<file path="src/hdl/bcs_pkg.sv">
`timescale 1ns / 1ps
package bcs_pkg;

    localparam int HELD_W = 6;

    localparam logic [HELD_W-1:0] MAX_HELD_SLASHES = HELD_W'(63);

    localparam logic [7:0] CH_SLASH   = 8'h2F;
    localparam logic [7:0] CH_STAR    = 8'h2A;
    localparam logic [7:0] CH_NEWLINE = 8'h0A;

    // controller to datapath
    typedef struct packed {
        logic load;   // take the input request into the datapath
        logic step;   // the current output request was taken
    } t_cmd;

    // datapath to controller
    typedef struct packed {
        logic any;    // the request being loaded causes at least one result
        logic last;   // the pending result is the final one of its request
    } t_status;

endpackage

</file>
<file path="src/hdl/bcs_if.sv">
`timescale 1ns / 1ps
interface bcs_in_if;
    logic       valid;
    logic       ready;
    logic [7:0] in_byte;
    logic       end_of_stream;

    modport source (output valid, output in_byte, output end_of_stream, input ready);
    modport sink   (input valid, input in_byte, input end_of_stream, output ready);
endinterface

interface bcs_out_if;
    logic       valid;
    logic       ready;
    logic [7:0] out_byte;
    logic       last_of_run;

    modport source (output valid, output out_byte, output last_of_run, input ready);
    modport sink   (input valid, input out_byte, input last_of_run, output ready);
endinterface

</file>
<file path="src/hdl/bcs_ctrl.sv">
`timescale 1ns / 1ps
module bcs_ctrl (
    input  logic            i_clk,
    input  logic            i_rst_n,
    input  logic            i_in_valid,
    output logic            o_in_ready,
    output logic            o_out_valid,
    input  logic            i_out_ready,
    input  bcs_pkg::t_status i_status,
    output bcs_pkg::t_cmd    o_cmd
);
    import bcs_pkg::*;

    localparam logic ST_IDLE = 1'b0;
    localparam logic ST_EMIT = 1'b1;

    logic r_state;
    logic n_state;

    // accept requests only while nothing is pending
    assign o_in_ready  = (r_state == ST_IDLE);
    assign o_out_valid = (r_state == ST_EMIT);
    assign o_cmd.load  = i_in_valid && o_in_ready;
    assign o_cmd.step  = o_out_valid && i_out_ready;

    // advance between accepting and emitting
    always_comb begin
        n_state = r_state;
        unique case (r_state)
            ST_IDLE: begin
                if (o_cmd.load && i_status.any) n_state = ST_EMIT;
            end
            ST_EMIT: begin
                if (o_cmd.step && i_status.last) n_state = ST_IDLE;
            end
            default: n_state = ST_IDLE;
        endcase
    end

    always_ff @(posedge i_clk) begin
        if (!i_rst_n) r_state <= ST_IDLE;
        else          r_state <= n_state;
    end
endmodule

</file>
<file path="src/hdl/bcs_dp.sv">
`timescale 1ns / 1ps
module bcs_dp (
    input  logic             i_clk,
    input  logic             i_rst_n,
    input  logic [7:0]       i_in_byte,
    input  logic             i_end_of_stream,
    input  bcs_pkg::t_cmd    i_cmd,
    output bcs_pkg::t_status o_status,
    output logic [7:0]       o_out_byte,
    output logic             o_last_of_run
);
    import bcs_pkg::*;

    // scanner state
    logic              r_inside_comment, n_inside_comment;
    logic              r_star_seen,      n_star_seen;
    logic [HELD_W-1:0] r_held_slashes,   n_held_slashes;
    logic              r_line_has_content, n_line_has_content;
    logic              r_line_had_comment, n_line_had_comment;

    // pending results: a count of slashes, then an optional tail byte
    logic [HELD_W-1:0] r_cnt, n_cnt;
    logic              r_tail, n_tail;
    logic [7:0]        r_tail_byte;

    logic [HELD_W-1:0] ld_cnt;
    logic              ld_tail;

    // decode one input request against the scanner state
    always_comb begin
        n_inside_comment   = r_inside_comment;
        n_star_seen        = r_star_seen;
        n_held_slashes     = r_held_slashes;
        n_line_has_content = r_line_has_content;
        n_line_had_comment = r_line_had_comment;
        ld_cnt             = '0;
        ld_tail            = 1'b0;
        if (i_end_of_stream) begin
            ld_cnt             = r_held_slashes;
            n_inside_comment   = 1'b0;
            n_star_seen        = 1'b0;
            n_held_slashes     = '0;
            n_line_has_content = 1'b0;
            n_line_had_comment = 1'b0;
        end else if (r_inside_comment) begin
            if (i_in_byte == CH_STAR) begin
                n_star_seen = 1'b1;
            end else begin
                if (r_star_seen && i_in_byte == CH_SLASH) n_inside_comment = 1'b0;
                n_star_seen = 1'b0;
            end
        end else if (i_in_byte == CH_SLASH) begin
            // saturate the run; extra slashes are dropped
            if (r_held_slashes < MAX_HELD_SLASHES) n_held_slashes = r_held_slashes + 1'b1;
        end else if (i_in_byte == CH_STAR && r_held_slashes != '0) begin
            ld_cnt             = r_held_slashes - 1'b1;
            n_held_slashes     = '0;
            n_inside_comment   = 1'b1;
            n_star_seen        = 1'b0;
            n_line_had_comment = 1'b1;
        end else begin
            ld_cnt         = r_held_slashes;
            n_held_slashes = '0;
            if (i_in_byte == CH_NEWLINE) begin
                ld_tail            = r_line_has_content || !r_line_had_comment;
                n_line_has_content = 1'b0;
                n_line_had_comment = 1'b0;
            end else begin
                ld_tail            = 1'b1;
                n_line_has_content = 1'b1;
            end
        end
    end

    // pending result counters: load on accept, count down on each output
    always_comb begin
        n_cnt  = r_cnt;
        n_tail = r_tail;
        if (i_cmd.load) begin
            n_cnt  = ld_cnt;
            n_tail = ld_tail;
        end else if (i_cmd.step) begin
            if (r_cnt != '0) n_cnt = r_cnt - 1'b1;
            else             n_tail = 1'b0;
        end
    end

    always_ff @(posedge i_clk) begin
        if (!i_rst_n) begin
            r_inside_comment   <= 1'b0;
            r_star_seen        <= 1'b0;
            r_held_slashes     <= '0;
            r_line_has_content <= 1'b0;
            r_line_had_comment <= 1'b0;
            r_cnt              <= '0;
            r_tail             <= 1'b0;
        end else begin
            if (i_cmd.load) begin
                r_inside_comment   <= n_inside_comment;
                r_star_seen        <= n_star_seen;
                r_held_slashes     <= n_held_slashes;
                r_line_has_content <= n_line_has_content;
                r_line_had_comment <= n_line_had_comment;
            end
            r_cnt  <= n_cnt;
            r_tail <= n_tail;
        end
    end

    // hold the tail byte
    always_ff @(posedge i_clk) begin
        if (i_cmd.load) r_tail_byte <= i_in_byte;
    end

    assign o_status.any  = (ld_cnt != '0) || ld_tail;
    assign o_status.last = (r_cnt == '0) || (r_cnt == HELD_W'(1) && !r_tail);
    assign o_out_byte    = (r_cnt != '0) ? CH_SLASH : r_tail_byte;
    assign o_last_of_run = o_status.last;
endmodule

</file>
<file path="src/hdl/block_comment_stripper.sv">
`timescale 1ns / 1ps
// Block comment stripper: removes slash-star comments from a byte stream.
// Input channel i_src carries one source byte per request (in_byte) or an
// end-of-stream marker (end_of_stream) that flushes held slashes and
// returns the scanner to its reset state.
// Output channel o_res carries the stripped text, one byte per request;
// last_of_run marks the final byte caused by one input request.
// An input request that causes no output (slash runs, comment bodies,
// dropped newlines) is taken and the block stays ready for the next
// request. A request that causes N output bytes occupies the block until
// its last byte is taken; each output byte is offered from registers and
// the next one is offered in the cycle after it is taken. N is the held
// slash count (up to 63, one less when a star opens a comment) plus at
// most one tail byte. The input is not ready while output bytes are pending.
// Reset (synchronous, active low) clears the comment, slash and line
// state and drops any pending output.
// When the receiver stalls, the current output byte holds and no new input
// request is taken until the last byte of the current one is taken.
module block_comment_stripper (
    input  logic i_clk,
    input  logic i_rst_n,
    bcs_in_if.sink    i_src,
    bcs_out_if.source o_res
);
    import bcs_pkg::*;

    t_cmd    cmd;
    t_status status;

    bcs_ctrl u_ctrl (
        .i_clk       (i_clk),
        .i_rst_n     (i_rst_n),
        .i_in_valid  (i_src.valid),
        .o_in_ready  (i_src.ready),
        .o_out_valid (o_res.valid),
        .i_out_ready (o_res.ready),
        .i_status    (status),
        .o_cmd       (cmd)
    );

    bcs_dp u_dp (
        .i_clk           (i_clk),
        .i_rst_n         (i_rst_n),
        .i_in_byte       (i_src.in_byte),
        .i_end_of_stream (i_src.end_of_stream),
        .i_cmd           (cmd),
        .o_status        (status),
        .o_out_byte      (o_res.out_byte),
        .o_last_of_run   (o_res.last_of_run)
    );
endmodule

</file>
<file path="src/flat_wrapper.sv">
// flat-port wrapper written by rule: the top's interface ports become plain ports
module block_comment_stripper_flat import bcs_pkg::*;
  (i_clk, i_rst_n, i_src_valid, i_src_in_byte, i_src_end_of_stream, i_src_ready, o_res_valid, o_res_out_byte, o_res_last_of_run, o_res_ready);
  bcs_in_if i_src_i ();
  bcs_out_if o_res_i ();
  input  logic i_clk;
  input  logic i_rst_n;
  input wire logic [$bits(i_src_i.valid)-1:0] i_src_valid;
  input wire logic [$bits(i_src_i.in_byte)-1:0] i_src_in_byte;
  input wire logic [$bits(i_src_i.end_of_stream)-1:0] i_src_end_of_stream;
  output wire logic [$bits(i_src_i.ready)-1:0] i_src_ready;
  output wire logic [$bits(o_res_i.valid)-1:0] o_res_valid;
  output wire logic [$bits(o_res_i.out_byte)-1:0] o_res_out_byte;
  output wire logic [$bits(o_res_i.last_of_run)-1:0] o_res_last_of_run;
  input wire logic [$bits(o_res_i.ready)-1:0] o_res_ready;
  assign i_src_i.valid = i_src_valid;
  assign i_src_i.in_byte = i_src_in_byte;
  assign i_src_i.end_of_stream = i_src_end_of_stream;
  assign i_src_ready = i_src_i.ready;
  assign o_res_valid = o_res_i.valid;
  assign o_res_out_byte = o_res_i.out_byte;
  assign o_res_last_of_run = o_res_i.last_of_run;
  assign o_res_i.ready = o_res_ready;
  block_comment_stripper u_core (.i_clk(i_clk), .i_rst_n(i_rst_n), .i_src(i_src_i), .o_res(o_res_i));
endmodule
</file>
<file path="config.mk">
export PLATFORM = sky130hd
export DESIGN_NAME = block_comment_stripper_flat
export DESIGN_NICKNAME = d
export VERILOG_FILES = /design/src/hdl/bcs_pkg.sv /design/src/hdl/bcs_if.sv /design/src/hdl/bcs_ctrl.sv /design/src/hdl/bcs_dp.sv /design/src/hdl/block_comment_stripper.sv /design/src/flat_wrapper.sv
export SDC_FILE = /design/constraint.sdc
export NUM_CORES = 1
export LEC_CHECK = 0
export BUFFER_PORTS_ARGS = -buffer_cell sky130_fd_sc_hd__buf_2
export CAP_MARGIN = 30
export CORE_MARGIN = 2
export CORE_UTILIZATION = 41
export DETAILED_ROUTE_END_ITERATION = 7
export PLACE_DENSITY = 0.62
export SLEW_MARGIN = 20
export SYNTH_ARGS = -nofsm -noshare
export SYNTH_HDL_FRONTEND = slang
export SYNTH_SLANG_ARGS = --single-unit
</file>
<file path="constraint.sdc">
create_clock -name i_clk -period 2.62 [get_ports i_clk]
set_input_delay 0.131 -clock i_clk [delete_from_list [all_inputs] [get_ports i_clk]]
set_output_delay 0.131 -clock i_clk [all_outputs]
set_load 0.1 [all_outputs]
</file>
# Yosys cells after proc, flatten, opt, wreduce, memory -nomap -nowiden
# Index checks and enable logic that the tools add are counted.
dict set report word_totals {
  regBits 26
  inputBits 13
  output_inout_bits 11
  wordCells 94
}
dict set report classes {
  n_addsub 3
  order_cmp 1
  n_eq_ne 10
  n_mux 44
  bitwise 1
  n_reduce_logical 26
}
# op n
set ops {}
lappend ops {{2-to-1 mux 6 bit} 11}
lappend ops {{2-to-1 mux 1 bit} 31}
lappend ops {{nonzero test 6 bit} 3}
lappend ops {{equality test 8 x 6 -> 1 bit (second input constant)} 2}
lappend ops {{subtractor 6 x 1 -> 6 bit (second input constant)} 2}
lappend ops {{equality test 8 x 4 -> 1 bit (second input constant)} 1}
lappend ops {{2-to-1 mux 8 bit} 1}
lappend ops {{AND reduction 4 bit} 2}
lappend ops {{logical AND 1 bit} 7}
lappend ops {{adder 6 x 1 -> 6 bit (second input constant)} 1}
lappend ops {{equality test 6 x 1 -> 1 bit (second input constant)} 1}
lappend ops {{zero test 6 bit} 1}
lappend ops {{< comparator 6 bit (second input constant)} 1}
lappend ops {{inequality test 2 bit (second input constant)} 3}
lappend ops {{AND reduction 3 bit} 2}
lappend ops {{nonzero test 3 bit} 2}
lappend ops {{AND reduction 2 bit} 2}
lappend ops {{nonzero test 2 bit} 2}
lappend ops {{logical OR 1 bit} 3}
lappend ops {{inequality test 3 x 2 -> 1 bit (second input constant)} 1}
lappend ops {{inequality test 3 bit (second input constant)} 1}
lappend ops {{zero test 1 bit} 2}
lappend ops {{inequality test 2 x 1 -> 1 bit (second input constant)} 1}
lappend ops {{case mux 1 bit (2 select lines)} 1}
lappend ops {{inverter 1 bit} 1}

# Logic depth before layout (Yosys ltp)
# Gate-level depths: netlist of the first run.
dict set report logic_depth {
  ltp_word 11
  mapped_depth 8
  ltp_nobuf 7
}

# Hierarchy
# From an unflattened synthesis of the first run, not the netlist that was laid out.
dict set report hier_totals {
  hier_cells 199
  hier_area_um2 1735.4
}
# module n_inst cells_per_inst area_each_um2 seq_area_each_um2
set modules_own_cells {}
lappend modules_own_cells {bcs_dp 1 192 1677.9 580.6}
lappend modules_own_cells {bcs_ctrl 1 7 57.6 20.0}

# Least setup slack after synthesis of the first run
# No wires, ideal clock.
dict set report synth_timing {
  path_kind {register -> register}
  startpoint {register u_core.u_ctrl.r_state (netlist: u_core.u_ctrl.o_out_valid)}
  endpoint {register u_core.u_dp.r_cnt[1]}
  setup_ps 115
  t_arrival_ps 2421
  t_required_ps 2505
  setup_slack_ps 85
  path_stages_with_launch 8
  n_path_buf 2
  synth_period_minus_slack_ps 2535
  path_cell_list {dfxtp_1 > nand2b_1 > clkbuf_1 > clkinv_1 > o21ai_0 > buf_2 > a211oi_1 > o21a_1}
}
# item line_no
set synth_rtl {}
lappend synth_rtl {{start: declaration} bcs_ctrl.sv:17} ;# logic r_state;
lappend synth_rtl {{start signal: assignment} bcs_ctrl.sv:42} ;# else r_state <= n_state;
lappend synth_rtl {{end signal: assignment} bcs_dp.sv:105} ;# r_cnt <= n_cnt;
lappend synth_rtl {{end: declaration} bcs_dp.sv:22} ;# logic [HELD_W-1:0] r_cnt, n_cnt;

# Final worst setup path of the first run
dict set report layout_timing {
  startpoint {register u_core.u_dp.r_held_slashes[0]}
  endpoint {register u_core.u_ctrl.r_state (netlist: u_core.u_ctrl.o_out_valid)}
}
dict set report layout_between {
  elab_chain_len 11
  elab_cells_between_ends 16
  cone_classes {add/sub: 1; mux: 10; reduce/logical: 5}
}
# item line_no
set layout_rtl {}
lappend layout_rtl {{start: declaration} bcs_dp.sv:17} ;# logic [HELD_W-1:0] r_held_slashes, n_held_slashes;
lappend layout_rtl {{start signal: assignment} bcs_dp.sv:101} ;# r_held_slashes <= n_held_slashes;
lappend layout_rtl {{branches (longest 7 deep; another with subtractor 6 x 1 -> 6 bit)} n/a}
lappend layout_rtl {{logical OR 1 bit (*)} bcs_dp.sv:115} ;# assign o_status.any = (ld_cnt != '0) || ld_tail;
lappend layout_rtl {{logical AND 1 bit (*)} bcs_ctrl.sv:31} ;# if (o_cmd.load && i_status.any) n_state = ST_EMIT;
lappend layout_rtl {{2-to-1 mux 1 bit (*)} bcs_ctrl.sv:31}
lappend layout_rtl {{case mux 1 bit (2 select lines) (*)} bcs_ctrl.sv:29} ;# unique case (r_state)
# Every way passes the cells marked *.
# A chain may end at the register's enable or synchronous reset.

==> results.cfg, run 1 <==
[status]
outcome = completed

[power_and_ir_drop]
leakage_nw = 0.716
ir_worst_vdd_v = 0.000362
power_density_nw_per_um2 = 421

[placed_design]
dp.cells = 260
gp_congestion = 0.876
numPortBuffers = 23
dp_slack_ps = 391
hpwlAfterDp_mm = 2.87

[cts]
clk_latency_ps = 270
cts_made_buffers = 3
cts-root-buf = clkbuf_8
cts_resized = 0
clk_pin_slew_ps = 90
tritoncts = built
cts.path.max_buffers = 2
htree_levels = 1
ctsHoldBuffers = 0
postCtsSetupBuffers = 0
clock-sinks = 26

[global_routing]
grt_max_degree = 15
grt_pass1_vias = 1241
grt.overflow.total = 0
grt_usage = 0.171
grt_pass1_wl_mm = 5.93
antenna_found_initial = 0

[drt]
drtAntennaViolNets = 0
drc = 0
first_pass_iters = 4
initialDrtViolationCount = 63
wl_mm = 3.81
wl_per_cell_um = 14.4
vias_per_cell = 5.56
num_vias = 1467

[critical_path]
crit_required_ps = 2780
critPathMaxStageDelay_ps = 530
cp_max_fo = 10
crit_path_cell_trace = inv_1 -> ha_1 -> nor2b_1 -> a2111oi_4 -> and3_1 -> o211ai_1 -> o31a_1
worstSetupEndpointType = register
worstSetupPathType = register to register
slowest_stage = dfxtp_1
critPathArrivalTime_ps = 2450
start_kind = register

[synth]
ys_seq_area_frac = 0.356
yosys.area.top_type_share = 0.213
yosysWarnings = 0
synth_adder_area_share = 0.0444
muxShareOfSynthArea = 0.0237
yosys.area.top_type = dfxtp_1
ys.flop_type = dfxtp_1
synthTopCellsByArea = dfxtp_1 21%, edfxtp_1 14%, a21oi_1 4.4%
synth.avg_cell_area_um2 = 8.84
synth_top_family_by_area = simple AND/OR/NAND/NOR gates
synth_cells = 191
synth-edff-count = 8
postSynth.asyncResetShare = 0
synth-simple-area-share = 0.268
netlist_area_um2 = 1690
synth_compound_area_frac = 0.219
ys_types = 50
synth_nets = 210
ys_ff_latch = 26
synth_xor_area_frac = 0.0467

[floorplanning]
row_count = 23
die_height_um = 68.2
initial_core_util = 0.425
dieArea_um2 = 4650
core_area_um2 = 3970
die_x_um = 68.2
ios = 24

[sta]
rsz0062_at_grt = false
fin_ws_ps = 327
setup_tns_ps = 0
period_share = 0.875
setup_viol = 0
whs_ps = 70.2
maxClockFrequency_mhz = 436
fin_crit_ps = 2290
finalHoldViolCount = 0
slew_headroom = 0.650
fin_worst_skew_ps = 4.02
drv_slew = 0
tightest_slew_ps = 518

[finish]
stdcell_count = 264
diodes = 0
fin_util = 0.482
drive_above_1_share = 0.206
syn_to_final_growth_pct = 13.4
final_nets = 234

[hold_path]
worstHoldPathType = input pin to register

[job]
cap_violations = 0
[logic make-up after synthesis]
group | count (synthesis)
adders and majority gates | 6
xor gates and xnor gates | 9
DFF | 26
and+or+nand+nor | 77
AOI/OAI and AO/OA | 51
buffers and inverters | 18
muxes | 4
[routing by layer]
layer,share of wire,track usage,up-vias
met1,0.51,0.258,674
li1,-,-,755
met4,0.0045,0.0375,0
met3,0.051,0.0395,2
met5,0,0,-
met2,0.44,0.248,36
[cells in the mapped netlist (all sizes together), types with 3 or more instances]
master and count:
or2 6, dfxtp 18, and4 3, xor2 8, ha 6, o21a 4
o22ai 4, clkbuf 8, o211ai 5, a21oi 15, inv 6, nor2 17
nand2 12, nor3 7, and3 7, o21ai 6, edfxtp 8, nor2b 3
nand3b 4, a211oi 3, nand3 7, mux2i 4
[area by class of cell]
class	count	area, µm²
clock buffer	4	45.0
fill	382	2060
inverter	8	30.0
multi-input combinational	147	1020
sequential	26	601
tap	50	62.6
timing repair buffer	29	160
[placed cells by master (no fill, tap or decap), types with 7 or more instances in the layout]
| cell | instances |
|---|---|
| dfxtp_1 | 18 |
| xor2_1 | 8 |
| nand3_1 | 7 |
| buf_2 | 23 |
| nor2_1 | 17 |
| and3_1 | 7 |
| edfxtp_1 | 8 |
| a21oi_1 | 15 |
| nand2_1 | 12 |
[power by group]
group	switching, mW	leakage (nW)	internal, mW	total (mW)
clock network	0.119	0.0228	0.109	0.228
logic	0.114	0.471	0.0345	0.149
registers	0.00336	0.223	0.426	0.429
total	0.237	0.716	0.569	0.806
[registers in the layout, summed over array words and instances (netlist names)]
register                        cells
u_core.u_ctrl.o_out_valid           1
u_core.u_dp.r_cnt                   6
u_core.u_dp.r_held_slashes          6
u_core.u_dp.r_inside_comment        1
u_core.u_dp.r_line_had_comment      1
u_core.u_dp.r_line_has_content      1
u_core.u_dp.r_star_seen             1
u_core.u_dp.r_tail                  1
u_core.u_dp.r_tail_byte             8
[worst paths after layout]
check        cells after the start  slack [ps]                                     endpoint                                        start
max                              7         330         u_core.u_ctrl.o_out_valid$_SDFF_PN0_   u_core.u_dp.r_held_slashes[0]$_SDFFE_PN0P_
max reg2reg                      7         330         u_core.u_ctrl.o_out_valid$_SDFF_PN0_   u_core.u_dp.r_held_slashes[0]$_SDFFE_PN0P_
min                              1          70         u_core.u_dp.r_tail_byte[2]$_DFFE_PP_                             i_src_in_byte[2]
min reg2reg                      2         480  u_core.u_dp.r_line_had_comment$_SDFFE_PN0P_  u_core.u_dp.r_line_had_comment$_SDFFE_PN0P_
[through the flow]
stage,instance area (µm²),power [mW]
after floorplan,1690,0.548
after global placement,1870,0.588
after detailed placement,1870,0.587
after CTS,1920,0.821
after global routing,1920,0.838
final,1920,0.806
[critical path, delay by kind of cell (launching register included)]
kind	cells	cell delay, ps
simple gates	2	430
flops	1	530
compound gates	3	850
fa+ha+maj	1	230
buf+inv	1	150
(Power assumes the default switching activity.)
==> inputs of run 2 (changes only) <==
--- a/config.mk
+++ b/config.mk
@@ -10,6 +10,7 @@
 export CORE_MARGIN = 2
 export CORE_UTILIZATION = 41
 export DETAILED_ROUTE_END_ITERATION = 7
+export MAX_ROUTING_LAYER = met4
 export PLACE_DENSITY = 0.62
 export SLEW_MARGIN = 20
 export SYNTH_ARGS = -nofsm -noshare
==> run 2 against run 1 <==
Via count up 0.75%. Hold slack worse by 3.8 ps. Clock power about the same. Worst setup slack worse by 3.5 ps. Final cell count unchanged. First-iteration DRC count down 6.3%.
==> results.cfg, run 2 (synthesis results as in run 1) <==
[status]
outcome = completed

[critical_path]
crit_required_ps = 2780
critPathArrivalTime_ps = 2460
rrSetupSlack_ps = 320
r2r-start = u_core.u_dp.r_held_slashes[0]$_SDFFE_PN0P_
worstRegToRegCells = 7
critPathLaunch = u_core.u_dp.r_held_slashes[0]$_SDFFE_PN0P_
r2r-end = u_core.u_ctrl.o_out_valid$_SDFF_PN0_
cp_max_fo = 10
start_kind = register
crit_end = u_core.u_ctrl.o_out_valid$_SDFF_PN0_
worstSetupPathType = register to register
worstSetupEndpointType = register

[hold_path]
min_from = i_src_in_byte[2]
worstHoldPathType = input pin to register

[sta]
drv_slew = 0
fin_worst_skew_ps = 5.17
setup_viol = 0
maxClockFrequency_mhz = 436
slew_headroom = 0.633
tightest_slew_ps = 544
fin_crit_ps = 2300
fin_ws_ps = 324
finalHoldViolCount = 0
setup_tns_ps = 0
rsz0062_at_grt = false
period_share = 0.876

[placed_design]
dp.cells = 260
gp_congestion = 0.890
numPortBuffers = 23
dp_slack_ps = 391
hpwlAfterDp_mm = 2.87

[cts]
postCtsSetupBuffers = 0
cts_resized = 0
clock-sinks = 26
htree_levels = 1
cts-root-buf = clkbuf_8
cts_made_buffers = 3
clk_latency_ps = 270
tritoncts = built
ctsHoldBuffers = 0
cts.path.max_buffers = 2
clk_pin_slew_ps = 90

[finish]
final_cell_mix = 23 x buf_2, 18 x dfxtp_1, 17 x nor2_1, 15 x a21oi_1, 12 x nand2_1
final_nets = 234
diodes = 0
largest_reg_flops = 8
stdcell_count = 264
layout_commonest_cell = buf_2
drive_above_1_share = 0.206
syn_to_final_growth_pct = 13.4
top_regs = u_core.u_dp.r_tail_byte x8, u_core.u_dp.r_cnt x6, u_core.u_dp.r_held_slashes x6
regMostFlops = u_core.u_dp.r_tail_byte

[power_and_ir_drop]
power_density_nw_per_um2 = 421
p_total_uw = 807
leakage_nw = 0.716
power.switching_uw = 238
p_int_uw = 569
p_seq_frac = 0.532
swShare = 0.295
ir_worst_vdd_v = 0.000365
comb_power_share = 0.185
p_clk_frac = 0.283

[drt]
vias_per_cell = 5.60
wl_mm = 3.83
drc = 0
initialDrtViolationCount = 59
num_vias = 1478
first_pass_iters = 6
wl_per_cell_um = 14.5
drtAntennaViolNets = 0

[floorplanning]
core_area_um2 = 3970
ios = 24
row_count = 23
dieArea_um2 = 4650
die_height_um = 68.2
die_x_um = 68.2
initial_core_util = 0.425

[global_routing]
antenna_found_initial = 0
grt_pass1_vias = 1242
grt_pass1_wl_mm = 5.93
grt_usage = 0.176
grt.overflow.total = 0
grt_max_degree = 15

[job]
cap_violations = 0
-- run 2: cell counts in the layout (fill, tap and decap cells not counted) --
Identical to the previous run, type by type.
-- run 2: how the worst min path moves through the flow --
stage	to	slack, ps	cells past startpoint
4_1_cts	u_core.u_dp.r_tail_byte[2]$_DFFE_PP_	50	1
3_3_place_gp	u_core.u_dp.r_tail_byte[2]$_DFFE_PP_	350	1
2_1_floorplan	u_core.u_dp.r_tail_byte[0]$_DFFE_PP_	230	0
6_report	u_core.u_dp.r_tail_byte[2]$_DFFE_PP_	70	1
5_1_grt	u_core.u_dp.r_tail_byte[2]$_DFFE_PP_	60	1
3_5_place_dp	u_core.u_dp.r_tail_byte[2]$_DFFE_PP_	350	1
-- run 2: area by class of cell --
class / instances / area, µm²
Fill cell: 382 / 2060
Multi-Input combinational cell: 147 / 1020
Sequential cell: 26 / 601
Timing Repair Buffer: 29 / 160
Tap cell: 50 / 62.6
Clock buffer: 4 / 45.0
Inverter: 8 / 30.0
-- run 2: stage by stage --
stage          instance area, µm²   util  hold slack [ps]
6_report                     1920  0.482             66.4
2_1_floorplan                1690      -              230
3_3_place_gp                 1870  0.471              348
4_1_cts                      1920  0.482             54.1
5_1_grt                      1920  0.482             61.3
3_5_place_dp                 1870  0.471              346
-- run 2: power groups by stage --
stage	combinational, mW	clock, mW	sequential [mW]
2_1_floorplan	0.104	0	0.444
6_report	0.149	0.229	0.429
5_1_grt	0.158	0.250	0.431
3_3_place_gp	0.149	0	0.438
4_1_cts	0.149	0.242	0.430
3_5_place_dp	0.148	0	0.439
-- run 2: per-layer routing --
metal  part of all wire  global-route usage  vias up
met1               0.52               0.258      683
met5                  0                   -        -
met3              0.037              0.0395        4
li1                   -                   -      759
met4             0.0076              0.0375        0
met2               0.43               0.248       32
-- run 2: worst max-delay path: stages, from the launching register on --
cell and delay [ps]:
dfxtp_1 530, inv_1 150, ha_1 230, nor2b_1 200, a2111oi_4 530, and3_1 230
o211ai_1 80, o31a_1 240
==> inputs of run 3 (changes only) <==
==> constraint.sdc (replaced) <==
create_clock -name i_clk -period 2.62 [get_ports i_clk]
set_input_delay 0.393 -clock i_clk [delete_from_list [all_inputs] [get_ports i_clk]]
set_output_delay 0.393 -clock i_clk [all_outputs]
set_load 0.1 [all_outputs]
==> run 3 against run 2 <==
Cell area grew 0.78%. Clock skew shrank 1.4 ps. Critical path depth shrank 2. Largest cell class unchanged. Fmax grew 4.7%. Highest routed layer unchanged. Flip-flop and latch count is the same.
==> results.cfg, run 3 (synthesis results as in run 1) <==
[status]
outcome = completed

[cts]
postCtsSetupBuffers = 0
clk_pin_slew_ps = 90
cts_resized = 0
clock-sinks = 26
htree_levels = 1
cts-root-buf = clkbuf_8
cts_made_buffers = 3
ctsHoldBuffers = 0
tritoncts = built
clk_latency_ps = 270
cts.path.max_buffers = 2

[power_and_ir_drop]
leakage_nw = 0.726
p_seq_frac = 0.529
power_density_nw_per_um2 = 420
comb_power_share = 0.185
p_total_uw = 812
ir_worst_vdd_v = 0.000197
power.switching_uw = 246
p_int_uw = 566
p_clk_frac = 0.287
swShare = 0.303

[critical_path]
worstRegToRegCells = 8
crit_required_ps = 2230
critPathArrivalTime_ps = 1800
r2r-start = u_core.u_dp.r_held_slashes[1]$_SDFFE_PN0P_
critPathLaunch = u_core.u_dp.r_cnt[0]$_SDFFE_PN0P_
rrSetupSlack_ps = 430
r2r-end = u_core.u_ctrl.o_out_valid$_SDFF_PN0_
crit_end = o_res_out_byte[0]
start_kind = register
cp_max_fo = 6
worstSetupEndpointType = output pin
worstSetupPathType = register to output pin

[drt]
initialDrtViolationCount = 51
vias_per_cell = 5.55
drtAntennaViolNets = 0
first_pass_iters = 4
wl_per_cell_um = 14.4
drc = 0
num_vias = 1475
wl_mm = 3.84

[global_routing]
antenna_found_initial = 0
grt_pass1_vias = 1227
grt.overflow.total = 0
grt_usage = 0.179
grt_max_degree = 15
grt_pass1_wl_mm = 6.00

[floorplanning]
initial_core_util = 0.425
die_height_um = 68.2
row_count = 23
ios = 24
dieArea_um2 = 4650
core_area_um2 = 3970
die_x_um = 68.2

[finish]
final_cell_mix = 23 x buf_2, 18 x dfxtp_1, 17 x nor2_1, 15 x a21oi_1, 12 x nand2_1
largest_reg_flops = 8
drive_above_1_share = 0.213
final_nets = 236
diodes = 0
top_regs = u_core.u_dp.r_tail_byte x8, u_core.u_dp.r_cnt x6, u_core.u_dp.r_held_slashes x6
syn_to_final_growth_pct = 14.3
layout_commonest_cell = buf_2
regMostFlops = u_core.u_dp.r_tail_byte

[placed_design]
numPortBuffers = 23
gp_congestion = 0.888
hpwlAfterDp_mm = 2.91

[sta]
finalHoldViolCount = 0
fin_worst_skew_ps = 3.74
fin_crit_ps = 2190
slew_headroom = 0.650
setup_viol = 0
tightest_slew_ps = 526
rsz0062_at_grt = false
drv_slew = 0
setup_tns_ps = 0
maxClockFrequency_mhz = 456
period_share = 0.837

[job]
cap_violations = 0

[hold_path]
worstHoldPathType = input pin to register
==> run 3: changes by cell type in the layout (fill, tap and decap cells not counted), sizes merged <==
cell / delta
buf: +2
clkbuf: -1
clkinv: +1
==> run 3: worst min path at each step <==
| stage | startpoint | end | slack, ps | cells past startpoint |
|---|---|---|---|---|
| 4_1_cts | i_src_in_byte[2] | u_core.u_dp.r_tail_byte[2]$_DFFE_PP_ | 330 | 1 |
| 3_3_place_gp | u_core.u_dp.r_star_seen$_SDFFE_PN0P_ | u_core.u_dp.r_star_seen$_SDFFE_PN0P_ | 470 | 2 |
| 6_report | i_src_in_byte[1] | u_core.u_dp.r_tail_byte[1]$_DFFE_PP_ | 340 | 1 |
| 3_5_place_dp | u_core.u_dp.r_line_had_comment$_SDFFE_PN0P_ | u_core.u_dp.r_line_had_comment$_SDFFE_PN0P_ | 470 | 2 |
| 5_1_grt | i_src_in_byte[3] | u_core.u_dp.r_tail_byte[3]$_DFFE_PP_ | 330 | 1 |
| 2_1_floorplan | u_core.u_dp.r_line_had_comment$_SDFFE_PN0P_ | u_core.u_dp.r_line_had_comment$_SDFFE_PN0P_ | 450 | 2 |
==> run 3: worst max-delay path, stage by stage, from the launching register on <==
cell and delay, ps:
dfxtp_1 440, inv_1 90, ha_1 260, nand2_1 170, or2_2 130, buf_2 410
==> run 3: power groups by stage <==
stage / clock, mW / sequential (mW) / combinational [mW]
6_report: 0.233 / 0.429 / 0.150
2_1_floorplan: 0 / 0.444 / 0.104
3_5_place_dp: 0 / 0.439 / 0.150
5_1_grt: 0.248 / 0.430 / 0.161
3_3_place_gp: 0 / 0.439 / 0.149
4_1_cts: 0.240 / 0.429 / 0.150
==> run 3: routing by layer <==
metal  vias to the layer above  track usage  part of all wire
met5                         -            -                 0
met4                         0       0.0675             0.011
met3                         4       0.0197             0.028
met2                        29        0.267              0.44
met1                       683        0.250              0.52
li1                        759            -                 -
==> run 3: metrics by stage <==
step | hold WS (ps) | setup slack (ps) | std cells | utilization | instance area (µm²)
6_report | 336 | 427 | 266 | 0.486 | 1930
4_1_cts | 331 | 408 | 266 | 0.486 | 1930
2_1_floorplan | 450 | 84.7 | 191 | - | 1690
3_5_place_dp | 469 | 333 | 262 | 0.475 | 1890
5_1_grt | 334 | 299 | 266 | 0.486 | 1930
3_3_place_gp | 469 | 370 | 262 | 0.475 | 1890
==> run 3: final cells by class <==
type,instances,area [µm²]
inverters,8,30.0
multi-input cells,147,1020
repair buffers,31,175
clock buffers,3,41.3
flip-flops and latches,26,601
fillers,392,2040
clock inverters,1,3.75
well taps,50,62.6
